`src/hdl/wbps_pkg.sv`:
```
// Shared types and constants of the wildcard byte pattern search block.
// No dependencies; the other files that use it refer to it by scoped names.
`default_nettype none
package wbps_pkg;

   localparam int PATTERN_SLOTS  = 32;
   localparam int CSR_DATA_WIDTH = 64;
   localparam int CSR_INDEX_WIDTH = 3;
   localparam int QUEUE_DEPTH    = 4;

   localparam logic [CSR_INDEX_WIDTH-1:0] CSR_PATTERN_0 = 3'd0;
   localparam logic [CSR_INDEX_WIDTH-1:0] CSR_PATTERN_1 = 3'd1;
   localparam logic [CSR_INDEX_WIDTH-1:0] CSR_PATTERN_2 = 3'd2;
   localparam logic [CSR_INDEX_WIDTH-1:0] CSR_PATTERN_3 = 3'd3;
   localparam logic [CSR_INDEX_WIDTH-1:0] CSR_WILDCARD  = 3'd4;
   localparam logic [CSR_INDEX_WIDTH-1:0] CSR_LENGTH    = 3'd5;
   localparam logic [CSR_INDEX_WIDTH-1:0] CSR_LIMIT     = 3'd6;

   localparam logic KIND_MATCH = 1'b0;
   localparam logic KIND_DONE  = 1'b1;

   localparam logic [31:0] POS_MAX     = 32'hFFFF_FFFF;
   localparam logic [7:0]  LIMIT_RESET = 8'd255;

   typedef struct packed {
      logic [PATTERN_SLOTS*8-1:0] pattern_bytes;
      logic [PATTERN_SLOTS-1:0]   wildcard_mask;
      logic [5:0]                 pattern_length;
      logic [7:0]                 match_limit;
   } cfg_type;

   typedef struct packed {
      logic        result_kind;
      logic [31:0] match_offset;
      logic [7:0]  match_total;
      logic        final_result;
   } result_type;

   typedef struct packed {
      logic [1:0] count;
      result_type first;
      result_type second;
   } push_type;

endpackage
`default_nettype wire

```
`src/hdl/wbps_ifs.sv`:
```
// Valid/ready channel interfaces for the byte input and the result output.
// Depends on nothing.
`default_nettype none
interface wbps_req_if;
   logic       valid;
   logic       ready;
   logic [7:0] data_byte;
   logic       region_end;

   modport source (output valid, output data_byte, output region_end, input ready);
   modport sink (input valid, input data_byte, input region_end, output ready);
endinterface

interface wbps_rsp_if;
   logic        valid;
   logic        ready;
   logic        result_kind;
   logic [31:0] match_offset;
   logic [7:0]  match_total;
   logic        final_result;

   modport source (output valid, output result_kind, output match_offset,
                   output match_total, output final_result, input ready);
   modport sink (input valid, input result_kind, input match_offset,
                 input match_total, input final_result, output ready);
endinterface
`default_nettype wire

```
`src/hdl/wbps_csr.sv`:
```
// Configuration registers: pattern bytes, wildcard mask, length and match limit.
// Depends on wbps_pkg.
`default_nettype none
module wbps_csr (
   input  wire logic                                  clock,
   input  wire logic                                  reset,
   input  wire logic                                  csr_write_enable,
   input  wire logic [wbps_pkg::CSR_INDEX_WIDTH-1:0]  csr_index,
   input  wire logic [wbps_pkg::CSR_DATA_WIDTH-1:0]   csr_write_data,
   output wbps_pkg::cfg_type                          cfg
);

   logic [3:0][63:0] pattern_ff, pattern_in;
   logic [31:0]      wildcard_ff, wildcard_in;
   logic [5:0]       length_ff, length_in;
   logic [7:0]       limit_ff, limit_in;

   always_comb begin
      pattern_in  = pattern_ff;
      wildcard_in = wildcard_ff;
      length_in   = length_ff;
      limit_in    = limit_ff;
      if (csr_write_enable) begin
         unique case (csr_index)
            wbps_pkg::CSR_PATTERN_0: pattern_in[0] = csr_write_data;
            wbps_pkg::CSR_PATTERN_1: pattern_in[1] = csr_write_data;
            wbps_pkg::CSR_PATTERN_2: pattern_in[2] = csr_write_data;
            wbps_pkg::CSR_PATTERN_3: pattern_in[3] = csr_write_data;
            wbps_pkg::CSR_WILDCARD:  wildcard_in   = csr_write_data[31:0];
            wbps_pkg::CSR_LENGTH:    length_in     = csr_write_data[5:0];
            wbps_pkg::CSR_LIMIT:     limit_in      = csr_write_data[7:0];
            default: ;
         endcase
      end
   end

   always_ff @(posedge clock) begin
      if (reset) begin
         pattern_ff  <= '0;
         wildcard_ff <= '0;
         length_ff   <= '0;
         limit_ff    <= wbps_pkg::LIMIT_RESET;
      end else begin
         pattern_ff  <= pattern_in;
         wildcard_ff <= wildcard_in;
         length_ff   <= length_in;
         limit_ff    <= limit_in;
      end
   end

   assign cfg.pattern_bytes  = pattern_ff;
   assign cfg.wildcard_mask  = wildcard_ff;
   assign cfg.pattern_length = length_ff;
   assign cfg.match_limit    = limit_ff;

endmodule
`default_nettype wire

```
`src/hdl/wbps_scan.sv`:
```
// Input register, per-position compare cells and region state; emits up to
// two results per byte. Depends on wbps_pkg and wbps_ifs.
`default_nettype none
module wbps_scan #(
   parameter int PATTERN_MAX = 32
) (
   input  wire logic         clock,
   input  wire logic         reset,
   wbps_req_if.sink          req_chan,
   input  wire wbps_pkg::cfg_type cfg,
   input  wire logic         queue_room,
   output wbps_pkg::push_type push
);

   localparam int CAP   = (PATTERN_MAX < wbps_pkg::PATTERN_SLOTS) ?
                          PATTERN_MAX : wbps_pkg::PATTERN_SLOTS;
   localparam int LEN_W = $clog2(CAP + 1);

   logic             in_valid_ff;
   logic [7:0]       in_byte_ff;
   logic             in_last_ff;
   logic [CAP-1:0]   partial_ff, partial_in;
   logic [31:0]      pos_ff, pos_in;
   logic [7:0]       found_ff, found_in;

   logic             fire;
   logic [LEN_W-1:0] len;
   logic [CAP-1:0]   len_mask, top_sel, match_vec, cand, now;
   logic             hit, hit_ok;
   logic [31:0]      offset;
   logic [7:0]       total;
   wbps_pkg::result_type match_res, done_res;

   assign fire          = in_valid_ff && queue_room;
   assign req_chan.ready = !in_valid_ff || fire;

   always_comb begin
      if (int'(cfg.pattern_length) > CAP) begin
         len = LEN_W'(CAP);
      end else begin
         len = cfg.pattern_length[LEN_W-1:0];
      end
      for (int j = 0; j < CAP; j++) begin
         len_mask[j]  = (j < int'(len));
         top_sel[j]   = (int'(len) == j + 1);
         match_vec[j] = cfg.wildcard_mask[j] || (cfg.pattern_bytes[8*j +: 8] == in_byte_ff);
      end
      cand   = CAP'({partial_ff, 1'b1}) & len_mask;
      now    = cand & match_vec;
      hit    = |(now & top_sel);
      hit_ok = hit && (found_ff < cfg.match_limit);
      offset = (pos_ff == wbps_pkg::POS_MAX) ? wbps_pkg::POS_MAX :
               pos_ff + 32'd1 - 32'(len);
      total  = found_ff + 8'(hit_ok);
   end

   always_comb begin
      match_res.result_kind  = wbps_pkg::KIND_MATCH;
      match_res.match_offset = offset;
      match_res.match_total  = total;
      match_res.final_result = !in_last_ff;
      done_res.result_kind   = wbps_pkg::KIND_DONE;
      done_res.match_offset  = '0;
      done_res.match_total   = total;
      done_res.final_result  = 1'b1;

      push.count  = '0;
      push.first  = match_res;
      push.second = done_res;
      if (fire) begin
         if (hit_ok) begin
            push.count = in_last_ff ? 2'd2 : 2'd1;
         end else if (in_last_ff) begin
            push.count = 2'd1;
            push.first = done_res;
         end
      end
   end

   always_comb begin
      partial_in = partial_ff;
      pos_in     = pos_ff;
      found_in   = found_ff;
      if (fire) begin
         if (in_last_ff) begin
            partial_in = '0;
            pos_in     = '0;
            found_in   = '0;
         end else begin
            partial_in = hit_ok ? '0 : now;
            pos_in     = (pos_ff == wbps_pkg::POS_MAX) ? pos_ff : pos_ff + 32'd1;
            found_in   = total;
         end
      end
   end

   always_ff @(posedge clock) begin
      if (reset) begin
         in_valid_ff <= 1'b0;
         partial_ff  <= '0;
         pos_ff      <= '0;
         found_ff    <= '0;
      end else begin
         if (req_chan.ready) begin
            in_valid_ff <= req_chan.valid;
         end
         partial_ff <= partial_in;
         pos_ff     <= pos_in;
         found_ff   <= found_in;
      end
   end

   always_ff @(posedge clock) begin
      if (req_chan.ready && req_chan.valid) begin
         in_byte_ff <= req_chan.data_byte;
         in_last_ff <= req_chan.region_end;
      end
   end

endmodule
`default_nettype wire

```
`src/hdl/wbps_rsp_fifo.sv`:
```
// Small result queue taking up to two results per cycle and sending at most one.
// Depends on wbps_pkg and wbps_ifs.
`default_nettype none
module wbps_rsp_fifo (
   input  wire logic          clock,
   input  wire logic          reset,
   input  wire wbps_pkg::push_type push,
   output logic               queue_room,
   wbps_rsp_if.source         rsp_chan
);

   localparam int PTR_W = $clog2(wbps_pkg::QUEUE_DEPTH);
   localparam int CNT_W = $clog2(wbps_pkg::QUEUE_DEPTH + 1);

   wbps_pkg::result_type entry_ff [wbps_pkg::QUEUE_DEPTH];
   logic [PTR_W-1:0] wr_ptr_ff, wr_ptr_in;
   logic [PTR_W-1:0] rd_ptr_ff, rd_ptr_in;
   logic [CNT_W-1:0] count_ff, count_in;
   logic             pop;
   wbps_pkg::result_type head;

   assign head       = entry_ff[rd_ptr_ff];
   assign pop        = rsp_chan.valid && rsp_chan.ready;
   assign queue_room = (count_ff <= CNT_W'(wbps_pkg::QUEUE_DEPTH - 2));

   assign rsp_chan.valid        = (count_ff != '0);
   assign rsp_chan.result_kind  = head.result_kind;
   assign rsp_chan.match_offset = head.match_offset;
   assign rsp_chan.match_total  = head.match_total;
   assign rsp_chan.final_result = head.final_result;

   always_comb begin
      wr_ptr_in = wr_ptr_ff + PTR_W'(push.count);
      rd_ptr_in = rd_ptr_ff + PTR_W'(pop);
      count_in  = count_ff + CNT_W'(push.count) - CNT_W'(pop);
   end

   always_ff @(posedge clock) begin
      if (reset) begin
         wr_ptr_ff <= '0;
         rd_ptr_ff <= '0;
         count_ff  <= '0;
      end else begin
         wr_ptr_ff <= wr_ptr_in;
         rd_ptr_ff <= rd_ptr_in;
         count_ff  <= count_in;
      end
   end

   always_ff @(posedge clock) begin
      if (push.count != 2'd0) begin
         entry_ff[wr_ptr_ff] <= push.first;
      end
      if (push.count == 2'd2) begin
         entry_ff[wr_ptr_ff + PTR_W'(1)] <= push.second;
      end
   end

endmodule
`default_nettype wire

```
`src/hdl/wildcard_byte_pattern_search.sv`:
```
// Wildcard byte pattern search: one byte per cycle against up to 32 pattern
// positions, each compared in parallel. A byte is registered on transfer; its
// compare, match update and results follow once the result queue has room, and
// its results are written into that queue, whose head drives the output. A byte
// that both completes a match and ends the region produces two results, which a
// four-entry result queue absorbs; the input stalls only while that queue holds
// more than two results, so with a ready consumer the sustained rate is one byte
// per cycle as long as bytes average no more than one result each. Matches do
// not overlap and stop at match_limit per region. Configuration is to be
// written only while the block is idle; the block itself does not enforce this.
// Depends on wbps_pkg, wbps_ifs, wbps_csr, wbps_scan and wbps_rsp_fifo.
`default_nettype none
module wildcard_byte_pattern_search #(
   parameter int PATTERN_MAX = 32
) (
   input  wire logic                                 clock,
   input  wire logic                                 reset,
   wbps_req_if.sink                                  req_chan,
   wbps_rsp_if.source                                rsp_chan,
   input  wire logic                                 csr_write_enable,
   input  wire logic [wbps_pkg::CSR_INDEX_WIDTH-1:0] csr_index,
   input  wire logic [wbps_pkg::CSR_DATA_WIDTH-1:0]  csr_write_data
);

   wbps_pkg::cfg_type  cfg;
   wbps_pkg::push_type push;
   logic               queue_room;

   wbps_csr u_csr (
      .clock            (clock),
      .reset            (reset),
      .csr_write_enable (csr_write_enable),
      .csr_index        (csr_index),
      .csr_write_data   (csr_write_data),
      .cfg              (cfg)
   );

   wbps_scan #(
      .PATTERN_MAX (PATTERN_MAX)
   ) u_scan (
      .clock      (clock),
      .reset      (reset),
      .req_chan   (req_chan),
      .cfg        (cfg),
      .queue_room (queue_room),
      .push       (push)
   );

   wbps_rsp_fifo u_rsp_fifo (
      .clock      (clock),
      .reset      (reset),
      .push       (push),
      .queue_room (queue_room),
      .rsp_chan   (rsp_chan)
   );

endmodule
`default_nettype wire

```
`src/flat_wrapper.sv`:
```
// flat-port wrapper written by rule: the top's interface ports become plain ports
module wildcard_byte_pattern_search_flat 
#(
   parameter int PATTERN_MAX = 32
)
  (clock, reset, csr_write_enable, csr_index, csr_write_data, req_chan_valid, req_chan_data_byte, req_chan_region_end, req_chan_ready, rsp_chan_valid, rsp_chan_result_kind, rsp_chan_match_offset, rsp_chan_match_total, rsp_chan_final_result, rsp_chan_ready);
  wbps_req_if req_chan_i ();
  wbps_rsp_if rsp_chan_i ();
  input  wire logic clock;
  input  wire logic reset;
  input  wire logic csr_write_enable;
  input  wire logic [wbps_pkg::CSR_INDEX_WIDTH-1:0] csr_index;
  input  wire logic [wbps_pkg::CSR_DATA_WIDTH-1:0] csr_write_data;
  input wire logic [$bits(req_chan_i.valid)-1:0] req_chan_valid;
  input wire logic [$bits(req_chan_i.data_byte)-1:0] req_chan_data_byte;
  input wire logic [$bits(req_chan_i.region_end)-1:0] req_chan_region_end;
  output wire logic [$bits(req_chan_i.ready)-1:0] req_chan_ready;
  output wire logic [$bits(rsp_chan_i.valid)-1:0] rsp_chan_valid;
  output wire logic [$bits(rsp_chan_i.result_kind)-1:0] rsp_chan_result_kind;
  output wire logic [$bits(rsp_chan_i.match_offset)-1:0] rsp_chan_match_offset;
  output wire logic [$bits(rsp_chan_i.match_total)-1:0] rsp_chan_match_total;
  output wire logic [$bits(rsp_chan_i.final_result)-1:0] rsp_chan_final_result;
  input wire logic [$bits(rsp_chan_i.ready)-1:0] rsp_chan_ready;
  assign req_chan_i.valid = req_chan_valid;
  assign req_chan_i.data_byte = req_chan_data_byte;
  assign req_chan_i.region_end = req_chan_region_end;
  assign req_chan_ready = req_chan_i.ready;
  assign rsp_chan_valid = rsp_chan_i.valid;
  assign rsp_chan_result_kind = rsp_chan_i.result_kind;
  assign rsp_chan_match_offset = rsp_chan_i.match_offset;
  assign rsp_chan_match_total = rsp_chan_i.match_total;
  assign rsp_chan_final_result = rsp_chan_i.final_result;
  assign rsp_chan_i.ready = rsp_chan_ready;
  wildcard_byte_pattern_search #(.PATTERN_MAX(PATTERN_MAX)) u_core (.clock(clock), .reset(reset), .req_chan(req_chan_i), .rsp_chan(rsp_chan_i), .csr_write_enable(csr_write_enable), .csr_index(csr_index), .csr_write_data(csr_write_data));
endmodule
```
`config.mk`:
```
export PLATFORM = sky130hd
export DESIGN_NAME = wildcard_byte_pattern_search_flat
export DESIGN_NICKNAME = d
export VERILOG_FILES = /design/src/hdl/wbps_pkg.sv /design/src/hdl/wbps_ifs.sv /design/src/hdl/wbps_csr.sv /design/src/hdl/wbps_scan.sv /design/src/hdl/wbps_rsp_fifo.sv /design/src/hdl/wildcard_byte_pattern_search.sv /design/src/flat_wrapper.sv
export SDC_FILE = /design/constraint.sdc
export NUM_CORES = 1
export LEC_CHECK = 0
export BUFFER_PORTS_ARGS = -buffer_cell sky130_fd_sc_hd__buf_2
export CAP_MARGIN = 30
export CELL_PAD_IN_SITES_DETAIL_PLACEMENT = 0
export CELL_PAD_IN_SITES_GLOBAL_PLACEMENT = 1
export CORE_MARGIN = 4
export CORE_UTILIZATION = 40
export DETAILED_ROUTE_END_ITERATION = 16
export GPL_ROUTABILITY_DRIVEN = 0
export GPL_TIMING_DRIVEN = 0
export MAX_ROUTING_LAYER = met4
export PLACE_DENSITY = 0.63
export SLEW_MARGIN = 20
export SYNTH_ARGS = -nofsm -noshare
export SYNTH_HDL_FRONTEND = slang
export SYNTH_HIERARCHICAL = 1
export SYNTH_SLANG_ARGS = --single-unit
```
`constraint.sdc`:
```
create_clock -name clock -period 6.7 [get_ports clock]
set_clock_uncertainty 0.1 [all_clocks]
set_input_delay 0.67 -clock clock [delete_from_list [all_inputs] [get_ports clock]]
set_output_delay 0.67 -clock clock [all_outputs]
set_load 0.01 [all_outputs]
```
==> flow_results.org, run 1 <==
** Clock tree
- H-tree lvl count :: 3
- Clock-pin slew was measured on the worst setup and hold paths at 60 ps.
- In this run, post-CTS hold repair placed 0 buffers.
- Number of resized instances in the post-cts repair step :: 0
- Clock buffer count from CTS :: 69
- The tree is rooted in a sky130_fd_sc_hd__clkbuf_16.
- Once the clock tree was built, the setup fixing pass inserted 0 buffers.
- The longest clock path from root to sink contains 3 buffers.
- Source-to-sink clock delay at the later pin of the worst-skew pair :: 610 ps
- TritonCTS built the clock tree.
- Total number of clock tree sinks :: 558

** Routing
- In the routed layout, each cell is associated on average with a via count of 5.311.
- Overall via count from detail_route :: 21080
- After detailed routing, the number of remaining DRC violations is 0.
- Remaining antenna violation count :: 0
- Starting DRC count in detailed routing :: 1251
- The first detailed-routing pass took 5 iterations.
- After detailed routing, the average wire length per cell comes to 23.56 µm.
- Aggregate routed wire length :: 93490 µm

** Setup path
- The startpoint identified for the worst register-to-register timing path is u_core/u_scan/in_byte_ff[6]$_DFFE_PP_.
- The endpoint identified for the worst register-to-register timing path is u_core/u_rsp_fifo/entry_ff[3][32]$_DFFE_PP_.
- Startpoint-to-endpoint class of the critical path :: register to register
- The worst register-to-register path has a setup slack of 280 ps.
- Top fanout value on the critical path :: 19
- Reg2Reg Depth :: 20
- Signal arrival time at the worst endpoint :: 6630 ps
- CP Data Required Time :: 6900 ps
- Worst Setup End Kind :: register
- The worst setup path is launched from a register.

** Layout
- Commonest cells after routing, fill and taps aside :: 381 x sky130_fd_sc_hd__dfxtp_1, 366 x sky130_fd_sc_hd__nand2b_1, 310 x sky130_fd_sc_hd__mux2i_1, 254 x sky130_fd_sc_hd__xor2_1, 187 x sky130_fd_sc_hd__buf_2
- In the final design database the tool counted 3052 nets.
- Most common cell after layout, fill and taps aside :: sky130_fd_sc_hd__dfxtp_1
- Share of final-layout standard cells stronger than drive strength 1 :: 21.37%
- N_diodes :: 0
- Utilization after layout :: 46.44%
- From synthesis to final layout, the design area changed by 15.37%.

** Place
- Final HPWL from detailed placement :: 67150 µm
- Port buffering added 123 buffers.
- Worst-case setup slack after placement :: 282.3 ps

** Die
- Once the floorplan was initialized, standard cells occupied 40.25% of the core.
- Core region area :: 0.07432 mm²
- After floorplanning, the core was divided into 100 placement rows.
- The floorplan step defined a die boundary enclosing 0.07922 mm².
- The floorplan step set the die width to 281.5 µm.
- Count of boundary I/O pins :: 125
- Die Y-Extent :: 281.5 µm

** Power and ir drop
- Max IR drop VDD :: 0.0001669 V
- Power Density :: 259.7 mW/mm²
- Net switching is 26.41% of the power.
- Of the total power, the clock network draws 43.6%.
- Sequential cell fraction of total power :: 40.7%
- Fraction of power consumed by combinational cells :: 15.7%
- Switching Power :: 2.367 mW
- Cell Int Power :: 6.596 mW
- For this design the static power due to leakage is 14.53 nW.

** Timing
- Counting I/O delays and the setup requirement, the final critical path takes 6422 ps.
- The number of failing hold endpoints at the final stage is 0.
- Setup violations remaining at the end of the flow were counted as 0.
- Maximum clock rate :: 0.1557 GHz
- Final Max Slew Viols :: 0
- In the post-route analysis, the smallest setup slack over all paths is 278.4 ps.
- Portion of the clock cycle consumed by the worst path in the final layout :: 95.84%
- Hold is met by 140.3 ps.
- Setup repair after global routing missed its margin :: false
- Slew at the pin with the worst max-slew slack :: 1031 ps
- Tightest slew margin relative to the limit :: 31.27%

** Yosys
- In the synthesized netlist the async set-or-reset flop fraction comes to 0%.
- Synthesis instantiated 81 different standard cells from the library.
- Yosys synthesis warning count :: 6
- Mapped Cells :: 2712
- Synthesis-stage register bit count :: 558
- Seq/Total Area, Yosys :: 43.27%
- Area of the mapped netlist :: 0.02991 mm²
- Main area contributors after synthesis :: sky130_fd_sc_hd__dfxtp_1 25%, sky130_fd_sc_hd__edfxtp_1 18%, sky130_fd_sc_hd__mux2i_1 10%
- Of all cell types, the one taking the most synthesized area is sky130_fd_sc_hd__dfxtp_1.
- Number of enable flip-flop cells after synthesis :: 177
- The share of synthesized area in the top cell type comes to 25.50%.
- Dominant register cell in the synthesized netlist :: sky130_fd_sc_hd__dfxtp_1
- Syn_area_per_cell :: 11.03 µm²

** Status
- The flow ran to the end, and the final reports show no timing, DRC or antenna violations.

** Min path
- For hold timing, the worst endpoint is u_core/u_scan/in_byte_ff[1]$_DFFE_PP_.
- Along the worst hold path, the cell count comes to 1.
- Hold wc startpoint :: req_chan_data_byte[1]
- The worst hold path belongs to the class input pin to register.

** Global routing
- Pin count of the biggest net entering global routing :: 20
- Sum of overflow across all layers after global routing :: 0
- The number of global-route vias before repair came to 21598.
- The number of antenna violations at the first check in global routing is 0.
- Global routing consumed, over all layers together, 23.96% of the routing resources.
- The first global-routing pass estimated 138300 µm of wire.

** Flow run
- Total of max-cap violations :: 0
[cell type report]
type / count / area, µm²
fill: 6917 / 39810
multi-input combinational: 1920 / 15680
sequential: 558 / 12940
clock buffer: 93 / 2013
buffer: 239 / 1351
tap: 969 / 1212
timing repair buffer: 133 / 850.8
clock inverter: 30 / 362.8
inverter: 27 / 101.3
[power groups by stage]
stage | logic (mW) | registers (mW) | clock network, mW
finish | 1.40 | 3.65 | 3.91
global route | 1.52 | 3.65 | 4.14
CTS | 1.42 | 3.65 | 4.01
detailed placement | 1.41 | 3.72 | 0
global placement | 1.38 | 3.72 | 0
floorplan | 0.928 | 3.71 | 0
[worst max-delay path, stage by stage (launching register included)]
cell,delay [ps]
sky130_fd_sc_hd__edfxtp_1,320
sky130_fd_sc_hd__buf_2,230
sky130_fd_sc_hd__buf_4,330
sky130_fd_sc_hd__buf_4,410
sky130_fd_sc_hd__xor2_1,180
sky130_fd_sc_hd__nor4_1,70
sky130_fd_sc_hd__a21oi_1,530
sky130_fd_sc_hd__nor4_1,120
sky130_fd_sc_hd__a2111oi_1,490
sky130_fd_sc_hd__nand4_1,170
sky130_fd_sc_hd__nor4b_1,540
sky130_fd_sc_hd__or3_1,190
sky130_fd_sc_hd__buf_4,180
sky130_fd_sc_hd__buf_2,280
sky130_fd_sc_hd__ha_1,270
sky130_fd_sc_hd__nor2_1,310
sky130_fd_sc_hd__buf_2,270
sky130_fd_sc_hd__mux2i_1,190
sky130_fd_sc_hd__nor2b_4,450
sky130_fd_sc_hd__buf_12,260
sky130_fd_sc_hd__buf_16,170
[kinds of logic (layout without fill, tap and decap cells)]
family	count (synthesis)	in the layout	share of synthesized area [%]
AO/OA/AOI/OAI	248	248	5.684
XOR/XNOR	320	320	9.461
adder cells (fa/ha/maj)	23	23	1.012
buffers and inverters	266	522	4.856
flip-flops	558	558	43.27
multiplexers	522	522	20.19
other	2	34	0.02511
AND/OR/NAND/NOR	773	773	15.51
[flip-flops by register name, summed over array words and instances, names as in the netlist]
| register | cells |
|---|---|
| u_core/u_rsp_fifo/count_ff | 3 |
| u_core/u_csr/cfg | 256 |
| u_core/u_scan/found_ff | 8 |
| u_core/u_scan/in_last_ff | 1 |
| u_core/u_scan/in_byte_ff | 8 |
| u_core/u_rsp_fifo/entry_ff | 168 |
| u_core/u_scan/partial_ff | 31 |
| u_core/u_scan/in_valid_ff | 1 |
| u_core/u_csr/limit_ff | 8 |
| u_core/u_csr/wildcard_ff | 32 |
| u_core/u_scan/pos_ff | 32 |
| u_core/u_rsp_fifo/rd_ptr_ff | 2 |
| u_core/u_rsp_fifo/wr_ptr_ff | 2 |
| u_core/u_csr/length_ff | 6 |
[layer usage]
metal  up-vias  share of wire [%]  track usage [%]  routed length [µm]
met5         -                  0                -                   0
met4         0                2.4            6.580                2269
met3       133                3.6            2.799                3381
met2       466                 51            42.73               47730
met1     10444                 43            28.70               40120
li1      10037                  -                -                   -
[worst max-delay path by stage]
| stage | slack (ps) | start | cells past startpoint | to |
|---|---|---|---|---|
| after floorplan | 650 | u_core/u_scan/in_byte_ff[5]$_DFFE_PP_ | 18 | u_core/u_rsp_fifo/entry_ff[2][0]$_DFFE_PP_ |
| after global placement | -2930 | u_core/u_scan/in_byte_ff[6]$_DFFE_PP_ | 18 | u_core/u_rsp_fifo/entry_ff[2][25]$_DFFE_PP_ |
| after detailed placement | 280 | u_core/u_scan/in_byte_ff[6]$_DFFE_PP_ | 20 | u_core/u_rsp_fifo/entry_ff[3][25]$_DFFE_PP_ |
| after CTS | 260 | u_core/u_scan/in_byte_ff[6]$_DFFE_PP_ | 20 | u_core/u_rsp_fifo/entry_ff[3][15]$_DFFE_PP_ |
| after global routing | 30 | u_core/u_scan/in_byte_ff[6]$_DFFE_PP_ | 20 | u_core/u_rsp_fifo/entry_ff[3][15]$_DFFE_PP_ |
| final | 280 | u_core/u_scan/in_byte_ff[6]$_DFFE_PP_ | 20 | u_core/u_rsp_fifo/entry_ff[3][32]$_DFFE_PP_ |
[cell usage after synthesis (18+ instances only)]
master                     count
sky130_fd_sc_hd__a21oi_1      79
sky130_fd_sc_hd__a22oi_1      43
sky130_fd_sc_hd__a32o_1       23
sky130_fd_sc_hd__buf_2        64
sky130_fd_sc_hd__buf_4        77
sky130_fd_sc_hd__clkbuf_1     83
sky130_fd_sc_hd__dfxtp_1     381
sky130_fd_sc_hd__edfxtp_1    177
sky130_fd_sc_hd__ha_1         21
sky130_fd_sc_hd__inv_1        27
sky130_fd_sc_hd__mux2_2      150
sky130_fd_sc_hd__mux2_4       20
sky130_fd_sc_hd__mux2i_1     310
sky130_fd_sc_hd__mux4_2       42
sky130_fd_sc_hd__nand2_1      41
sky130_fd_sc_hd__nand2b_1    366
sky130_fd_sc_hd__nand3_1      27
sky130_fd_sc_hd__nor2_1      112
sky130_fd_sc_hd__nor2b_1      18
sky130_fd_sc_hd__nor3_1       22
sky130_fd_sc_hd__nor4_1       64
sky130_fd_sc_hd__o21ai_0      35
sky130_fd_sc_hd__xnor2_1      64
sky130_fd_sc_hd__xor2_1      254
[per-stage QoR]
step / std cells / setup TNS (ps) / total power [mW] / area [µm²]
2_1_floorplan: 2744 / 0 / 4.637 / 30030
3_3_place_gp: 3836 / -440100 / 5.101 / 31860
3_5_place_dp: 3844 / 0 / 5.131 / 32110
4_1_cts: 3967 / 0 / 9.074 / 34490
5_1_grt: 3969 / 0 / 9.311 / 34510
6_report: 3969 / 0 / 8.963 / 34510
Note: power is estimated with default switching activity, not from simulation.
==> run 2, diff against run 1 <==
- RECOVER_POWER: not set -> 100
==> run 2 against run 1 <==
  * Critical path depth unchanged
  * Core utilization down 0.29 points
  * Final area decreased by 0.63%
  * Die area unchanged
  * Global-route usage unchanged
  * Combinational power about the same
  * Via count increased by 0.19%
  * Non-clock buffer count did not move
  * Sequential share of layout area is 0.24 points higher
  * Largest power group unchanged
  * Critical path type unchanged
==> flow_results.org, run 2 (synthesis gave the netlist of run 1 again) <==
** Status
- The flow ran to the end, and the final reports show no timing, DRC or antenna violations.

** Timing
- Setup repair after global routing left no endpoint under its margin.
- Setup total negative slack :: 0 ps (unchanged)
- The setup-violating endpoint count in the final report came to 0 (unchanged).
- The number of failing hold endpoints at the final stage came to 0 (unchanged).
- Tightest slew margin relative to the limit :: 6.545% (-25 points)
- The transition time at the pin with the least slew margin is 1402 ps (+370.8 ps).
- The final critical-path share of the clock period was 95.90% (about the same).
- The timing-limited maximum frequency came to 0.1556 GHz (about the same).
- Final Max Slew Viols :: 0 (unchanged)
- The minimum clock period after layout is 6425 ps (+3.593 ps).

** Layout
- Commonest cells after routing, fill and taps aside :: 381 x sky130_fd_sc_hd__dfxtp_1, 366 x sky130_fd_sc_hd__nand2b_1, 310 x sky130_fd_sc_hd__mux2i_1, 254 x sky130_fd_sc_hd__xor2_1, 177 x sky130_fd_sc_hd__edfxtp_1
- Share of final-layout standard cells stronger than drive strength 1 :: 18.70% (-2.7 points)
- The flip-flop count of the largest register, all copies and words added came to 256 (unchanged).
- Leaving out fill and tap cells, the most frequent cell in the layout is sky130_fd_sc_hd__dfxtp_1.
- NumNets Final :: 3052 (unchanged)
- Compared with the post-synthesis result, the final layout area differs by 14.65%.
- Finished layout cell area :: 0.03430 mm² (-0.63%)
- The count of inserted antenna diode cells came to 0 (unchanged).
- Filler cell count :: 6969 (+0.75%)
- Utilization after layout :: 46.14% (-0.29 points)

** Die
- Starting utilization of the core area :: 40.25% (unchanged)
- The die extent in x is 281.5 µm (unchanged).
- The number of standard-cell rows in the floorplan came to 100 (unchanged).
- The chip height came to 281.5 µm (unchanged).
- Count of boundary I/O pins :: 125 (unchanged)
- The area of the core was 0.07432 mm² (unchanged).
- DIE AREA :: 0.07922 mm² (unchanged)

** Global routing
- The number of global-route vias before repair is 21598 (unchanged).
- Sum of overflow across all layers after global routing :: 0 (unchanged)
- Pin count of the biggest net entering global routing :: 20 (unchanged)
- First-pass GRT wire length :: 138300 µm (unchanged)
- After global routing, the most crowded layer is met2.
- The met1 usage in global routing was 28.70% (unchanged).
- The global router's overall resource usage came to 23.96% (unchanged).
- The met2 global-route usage is 42.73% (unchanged).
- Antenna violations before repair :: 0 (unchanged)
- Met3 track demand over resource :: 2.799% (unchanged)

** Place
- The area of placed instances was 0.03211 mm² (unchanged).
- Final HPWL from detailed placement :: 67150 µm (unchanged)
- Port buffer count :: 123 (unchanged)

** Setup path
- The critical path is of the register to register type.
- The endpoint required time on the critical path came to 6940 ps (+40 ps).
- Top fanout value on the critical path :: 10 (-9)
- The arrival time of the worst setup path was 6670 ps (+40 ps).
- The worst setup path is captured at a register.
- Setup crit start kind :: register

** Routing
- The first-pass iteration count of the detailed router was 5 (unchanged).
- Final routed wire length divided by cell count :: 23.62 µm (+0.27%)
- The number of DRC markers after the initial detailed-route iteration came to 1263 (+0.96%).
- The vias after detailed routing is 21119 (+0.19%).
- The number of design rule violations left after detail routing came to 0 (unchanged).
- The average vias per placed instance was 5.321 (+0.19%).
- Remaining antenna violation count :: 0 (unchanged)
- The total routed wirelength was 93740 µm (+0.27%).

** Clock tree
- Total number of clock tree sinks :: 558 (unchanged)
- The cell sitting at the root of the clock tree is a sky130_fd_sc_hd__clkbuf_16.
- Max clock buf depth :: 3 (unchanged)
- Source-to-sink clock delay at the later pin of the worst-skew pair :: 610 ps (about the same)
- Clock transition at the register clock pins on the worst setup and hold paths after CTS :: 60 ps (about the same)
- H-tree lvl count :: 3 (unchanged)
- Post-CTS Setup Repair Bufs :: 0 (unchanged)
- Clock buffer count from CTS :: 69 (unchanged)
- Number of hold buffers added after cts :: 0 (unchanged)
- TritonCTS built the clock tree.

** Power and ir drop
- Switching part of the total :: 26.54% (+0.14 points)
- Fraction of power consumed by combinational cells :: 15.3% (-0.4 points)
- Power Density :: 260.5 mW/mm² (+0.29%)
- Switching Power :: 2.371 mW (+0.18%)
- The clock share of power is 43.8% (+0.2 points).
- Sequential cell fraction of total power :: 40.8% (about the same)
- The leakage power summed over all cells is 14.34 nW (-1.3%).
- Cell Int Power :: 6.561 mW (-0.53%)
- The worst supply voltage drop on vdd was 0.0001670 V (about the same).

** Flow run
- Total of max-cap violations :: 0 (unchanged)

** Min path
- The min-delay analysis places its worst path in the category input pin to register.
-- run 2: changes by cell type in the layout (fill, tap and decap cells not counted), sizes merged --
cell	change
buf	-71
clkbuf	+71
-- run 2: through the flow --
step           hold WS [ps]  worst slack, ps  std cells  total power, mW
2_1_floorplan         333.9            650.8       2744            4.637
3_3_place_gp          345.7            -2931       3836            5.101
3_5_place_dp          351.1            282.3       3844            5.131
4_1_cts               105.4            257.1       3967            9.074
5_1_grt               113.0            19.10       3969            9.279
6_report              141.7            274.8       3969            8.932
-- run 2: worst paths after layout --
| path | startpoint | to | slack (ps) | depth (start not counted) |
|---|---|---|---|---|
| setup / recovery | u_core/u_scan/in_byte_ff[6]$_DFFE_PP_ | u_core/u_rsp_fifo/entry_ff[3][1]$_DFFE_PP_ | 270 | 20 |
| hold / removal | req_chan_data_byte[1] | u_core/u_scan/in_byte_ff[1]$_DFFE_PP_ | 140 | 1 |
| setup reg to reg | u_core/u_scan/in_byte_ff[6]$_DFFE_PP_ | u_core/u_rsp_fifo/entry_ff[3][1]$_DFFE_PP_ | 270 | 20 |
| hold reg to reg | u_core/u_scan/partial_ff[0]$_SDFFE_PP0P_ | u_core/u_scan/partial_ff[0]$_SDFFE_PP0P_ | 370 | 1 |
-- run 2: timing repair --
item,in CTS,in global routing
gates resized for setup,0,1
endpoints found under the hold margin,0,0
setup endpoints to repair,0,36
-- run 2: power groups by stage --
stage          registers, mW  logic, mW  clock network, mW
6_report                3.65       1.37               3.91
5_1_grt                 3.65       1.48               4.14
4_1_cts                 3.65       1.42               4.01
3_5_place_dp            3.72       1.41                  0
3_3_place_gp            3.72       1.38                  0
2_1_floorplan           3.71      0.928                  0
-- run 2: critical path, stage by stage (launching register included) --
cell and delay, ps:
sky130_fd_sc_hd__edfxtp_1 320, sky130_fd_sc_hd__buf_2 220, sky130_fd_sc_hd__buf_4 330, sky130_fd_sc_hd__buf_4 410, sky130_fd_sc_hd__xor2_1 180, sky130_fd_sc_hd__nor4_1 70, sky130_fd_sc_hd__a21oi_1 560, sky130_fd_sc_hd__nor4_1 110
sky130_fd_sc_hd__a2111oi_1 470, sky130_fd_sc_hd__nand4_1 160, sky130_fd_sc_hd__nor4b_1 520, sky130_fd_sc_hd__or3_1 190, sky130_fd_sc_hd__buf_4 170, sky130_fd_sc_hd__buf_2 270, sky130_fd_sc_hd__ha_1 270, sky130_fd_sc_hd__nor2_1 310
sky130_fd_sc_hd__buf_2 260, sky130_fd_sc_hd__and4bb_2 250, sky130_fd_sc_hd__clkbuf_1 230, sky130_fd_sc_hd__clkbuf_2 360, sky130_fd_sc_hd__mux2_2 360
-- run 2: area by class of cell --
cell class                 count  area (µm²)  share of cell area, %
buffer                       239        1301                  3.794
clock buffer                  93        2013                  5.870
clock inverter                30       362.8                  1.058
inverter                      27       101.3                 0.2955
multi-input combinational   1920       15580                  45.42
sequential                   558       12940                  37.74
tap                          969        1212                  3.535
timing repair buffer         133       785.8                  2.291
-- run 2: per-layer routing --
layer | routed length (µm) | vias to the layer above | part of all wire, %
li1 | - | 10035 | -
met1 | 40160 | 10478 | 43
met3 | 3533 | 128 | 3.8
met4 | 2148 | 0 | 2.3
met2 | 47900 | 478 | 51
met5 | 0 | - | 0
==> run 3, diff against run 2 <==
- PLACE_DENSITY: 0.63 -> 0.66
- clock period: 6.7 -> 5.9 ns (I/O delays scaled with it)
==> run 3 against run 2 <==
  * Final area is 0.36% lower
  * Via count decreased by 0.15%
  * Combinational power up 14%
  * Global-route usage is 0.66 points lower
  * Non-clock buffer count grew 3
  * Setup slack worse by 110 ps
  * Sequential power rose by 13%
  * Routed wire length decreased by 2.9%
==> flow_results.org, run 3 (synthesis gave the netlist of run 1 again) <==
** Layout
- The count of inserted antenna diode cells is 0 (unchanged).
- Share of final-layout standard cells stronger than drive strength 1 :: 18.98% (+0.28 points)
- The flip-flop count of the largest register, all copies and words added was 256 (unchanged).
- From synthesis to final layout, the design area changed by 14.23%.
- NumNets Final :: 3053 (+0.033%)
- Post-route insts no fill :: 3962 (-0.18%)
- The library cells used most frequently in the layout, excluding fill and tap cells, are 381 x sky130_fd_sc_hd__dfxtp_1, 366 x sky130_fd_sc_hd__nand2b_1, 309 x sky130_fd_sc_hd__mux2i_1, 254 x sky130_fd_sc_hd__xor2_1, 177 x sky130_fd_sc_hd__edfxtp_1.
- Leaving out fill and tap cells, the most frequent cell in the layout is sky130_fd_sc_hd__dfxtp_1.

** Global routing
- The number of global-route vias before repair came to 21262 (-1.6%).
- The overall overflow remaining after global route is 0 (unchanged).
- The wire length of the first global-routing pass was 135000 µm (-2.4%).
- All-layer global routing usage :: 23.29% (-0.66 points)
- Antenna violations before repair :: 2 (+2)
- The maximum number of pins on one net before global-route repair was 21 (+5.0%).

** Timing
- Hold Worst Slack :: 76.62 ps (-65.04 ps)
- Final Max Slew Viols :: 0 (unchanged)
- The final critical-path share of the clock period was 97.17% (+1.3 points).
- The timing-limited maximum frequency is 0.1744 GHz (+12%).
- Setup violations, final :: 0 (unchanged)
- The number of failing hold endpoints at the final stage is 0 (unchanged).
- Slew at the pin with the worst max-slew slack :: 1443 ps (+40.93 ps)
- Tightest slew margin relative to the limit :: 2.800% (-3.7 points)
- The post-route setup TNS was 0 ps (unchanged).
- Setup repair after global routing left no endpoint under its margin.
- The minimum clock period after layout is 5733 ps (-692.0 ps).
- Crit path setup slack, layout :: 166.8 ps (-108.0 ps)

** Clock tree
- Clk root buf :: sky130_fd_sc_hd__clkbuf_16
- The number of buffers on the longest clock path was 3 (unchanged).
- The total number of clock tree sinks is 558 (unchanged).
- Clock buffer count from CTS :: 67 (-2.9%)
- The number of hold-repair buffers added at the cts stage came to 0 (unchanged).
- TritonCTS built the clock tree.
- The insertion delay of the later-clocked pin in the worst-skew pair came to 600 ps (about the same).
- Clock transition at the register clock pins on the worst setup and hold paths after CTS :: 50 ps (about the same)
- H-tree lvl count :: 3 (unchanged)

** Routing
- The number of routed nets with antenna violations came to 0 (unchanged).
- Final routed wire length divided by cell count :: 22.97 µm (-2.8%)
- The number of DRC markers after the initial detailed-route iteration came to 1318 (+4.4%).
- The first-pass iteration count of the detailed router is 5 (unchanged).
- The average vias per placed instance came to 5.323 (about the same).
- The number of design rule violations left after detail routing was 0 (unchanged).
- The vias after detailed routing was 21088 (-0.15%).
- The total routed wirelength is 91000 µm (-2.9%).

** Setup path
- Crit path largest cell delay :: 540 ps (-20 ps)
- Setup crit start kind :: register
- Worst Setup End Kind :: register
- In this design, the critical path's most frequently occurring cell is sky130_fd_sc_hd__buf_2.
- Broken down by cell family, the worst path's largest delay share belongs to buffers and inverters.
- The critical path is of the register to register type.
- Top fanout value on the critical path :: 14 (+4)
- CP Data Required Time :: 6060 ps (-880 ps)
- The arrival time of the worst setup path is 5890 ps (-780 ps).
- The largest individual stage delay along the critical path comes from the cell sky130_fd_sc_hd__buf_2.
- The critical path goes through buf_2 > buf_2 > xor2_1 > nor4_2 > a21oi_1 > nor3b_1 > a22oi_1 > o21ai_0 > nor4b_2 > or3_1 > buf_4 > buf_2 > ha_1 > nor2_2 > buf_2 > or3b_2 > a21oi_4 > clkbuf_4.
- Worst Path Buf+Inv :: 6 (-2)

** Die
- Core region area :: 0.07432 mm² (unchanged)
- The effective utilization at floorplan is 40.25% (unchanged).
- Width of the chip :: 281.5 µm (unchanged)
- The I/O pin total came to 125 (unchanged).
- The number of standard-cell rows in the floorplan is 100 (unchanged).
- The chip height came to 281.5 µm (unchanged).
- DIE AREA :: 0.07922 mm² (unchanged)

** Power and ir drop
- Power Density :: 284.6 mW/mm² (+9.3%)
- Sequential cell fraction of total power :: 42.6% (+1.8 points)
- Max IR drop VDD :: 0.0001883 V (+13%)
- The clock share of power came to 41.3% (-2.5 points).
- Switching part of the total :: 26.49% (-0.057 points)
- The internal portion of total power is 7.149 mW (+9.0%).
- Switching Power :: 2.576 mW (+8.6%)
- The leakage power summed over all cells is 14.27 nW (-0.48%).
- The combinational share of power is 16.0% (+0.7 points).

** Status
- Status :: finished clean

** Flow run
- The number of max-cap violations was 0 (unchanged).

** Place
- Worst-case setup slack after placement :: -281.2 ps (-563.6 ps)
- Port buffer count :: 123 (unchanged)
- Total placed cells including tap cells :: 3848 (+0.10%)
- The HPWL after detailed placement was 65750 µm (-2.1%).

** Min path
- In this run the worst hold path is classified as input pin to register.
==> run 3: changes by cell type in the layout (fill, tap and decap cells not counted), moves of 3 or more <==
cell                         previous run  this run
sky130_fd_sc_hd__a21oi_1               77        70
sky130_fd_sc_hd__a21oi_2                1         7
sky130_fd_sc_hd__clkinvlp_4             5         0
sky130_fd_sc_hd__nor4_1                64        59
sky130_fd_sc_hd__bufinv_16              7         3
sky130_fd_sc_hd__clkbuf_4               1         4
sky130_fd_sc_hd__nor4_2                 0         5
sky130_fd_sc_hd__buf_6                  9        19
sky130_fd_sc_hd__clkbuf_2              11         7
sky130_fd_sc_hd__clkbuf_16             74        71
==> run 3: cell type report <==
cell class	instances	area [µm²]
Clock inverter	20	177.7
Buffer	239	1358
Multi-Input combinational cell	1920	15680
Fill cell	7046	40150
Inverter	27	101.3
Sequential cell	558	12940
Clock buffer	93	1929
Timing Repair Buffer	136	770.7
Tap cell	969	1212
==> run 3: worst reg2reg max path, delay by kind of cell, from the launching register on <==
kind                     cells  cell delay (ps)
AND/OR/NAND/NOR              6             1710
buffers and inverters        6             1760
AO/OA/AOI/OAI                4             1030
adder cells (fa/ha/maj)      1              310
flip-flops                   1              330
XOR/XNOR                     1              170
==> run 3: routing by layer <==
layer	global-route usage [%]	vias up	wire length [µm]
li1	-	10025	-
met1	28.91	10468	39410
met2	40.78	469	45890
met3	3.006	126	3652
met4	5.055	0	2049
met5	-	-	0
==> run 3: metrics by stage <==
stage	area [µm²]	util, %	power, mW
final	34170	45.98	9.724
after global routing	34170	45.98	10.11
after CTS	34380	46.26	9.883
after detailed placement	32200	43.32	5.822
after global placement	31870	42.88	5.783
after floorplan	30040	-	5.266
==> run 3: final timing paths <==
| path | startpoint | endpoint | slack [ps] | depth (start not counted) |
|---|---|---|---|---|
| worst max-delay path | u_core/u_scan/in_byte_ff[1]$_DFFE_PP_ | u_core/u_rsp_fifo/entry_ff[2][10]$_DFFE_PP_ | 170 | 18 |
| worst min-delay path | req_chan_data_byte[3] | u_core/u_scan/in_byte_ff[3]$_DFFE_PP_ | 80 | 1 |
| worst max register to register | u_core/u_scan/in_byte_ff[1]$_DFFE_PP_ | u_core/u_rsp_fifo/entry_ff[2][10]$_DFFE_PP_ | 170 | 18 |
| worst min register to register | u_core/u_scan/partial_ff[7]$_SDFFE_PP0P_ | u_core/u_scan/partial_ff[7]$_SDFFE_PP0P_ | 360 | 1 |
==> run 3: what timing repair did <==
action / 4_1_cts / 5_1_grt
endpoints found under the setup margin: 156 / 255
pin swaps: 0 / 2
resized for setup: 16 / 15
setup buffers: 0 / 1
==> run 3: power by group through the flow <==
stage	Sequential, mW	Clock (mW)	Combinational [mW]
after CTS	4.14	4.13	1.61
after detailed placement	4.22	0	1.60
final	4.14	4.02	1.56
after global placement	4.23	0	1.56
after global routing	4.15	4.28	1.68
after floorplan	4.21	0	1.05
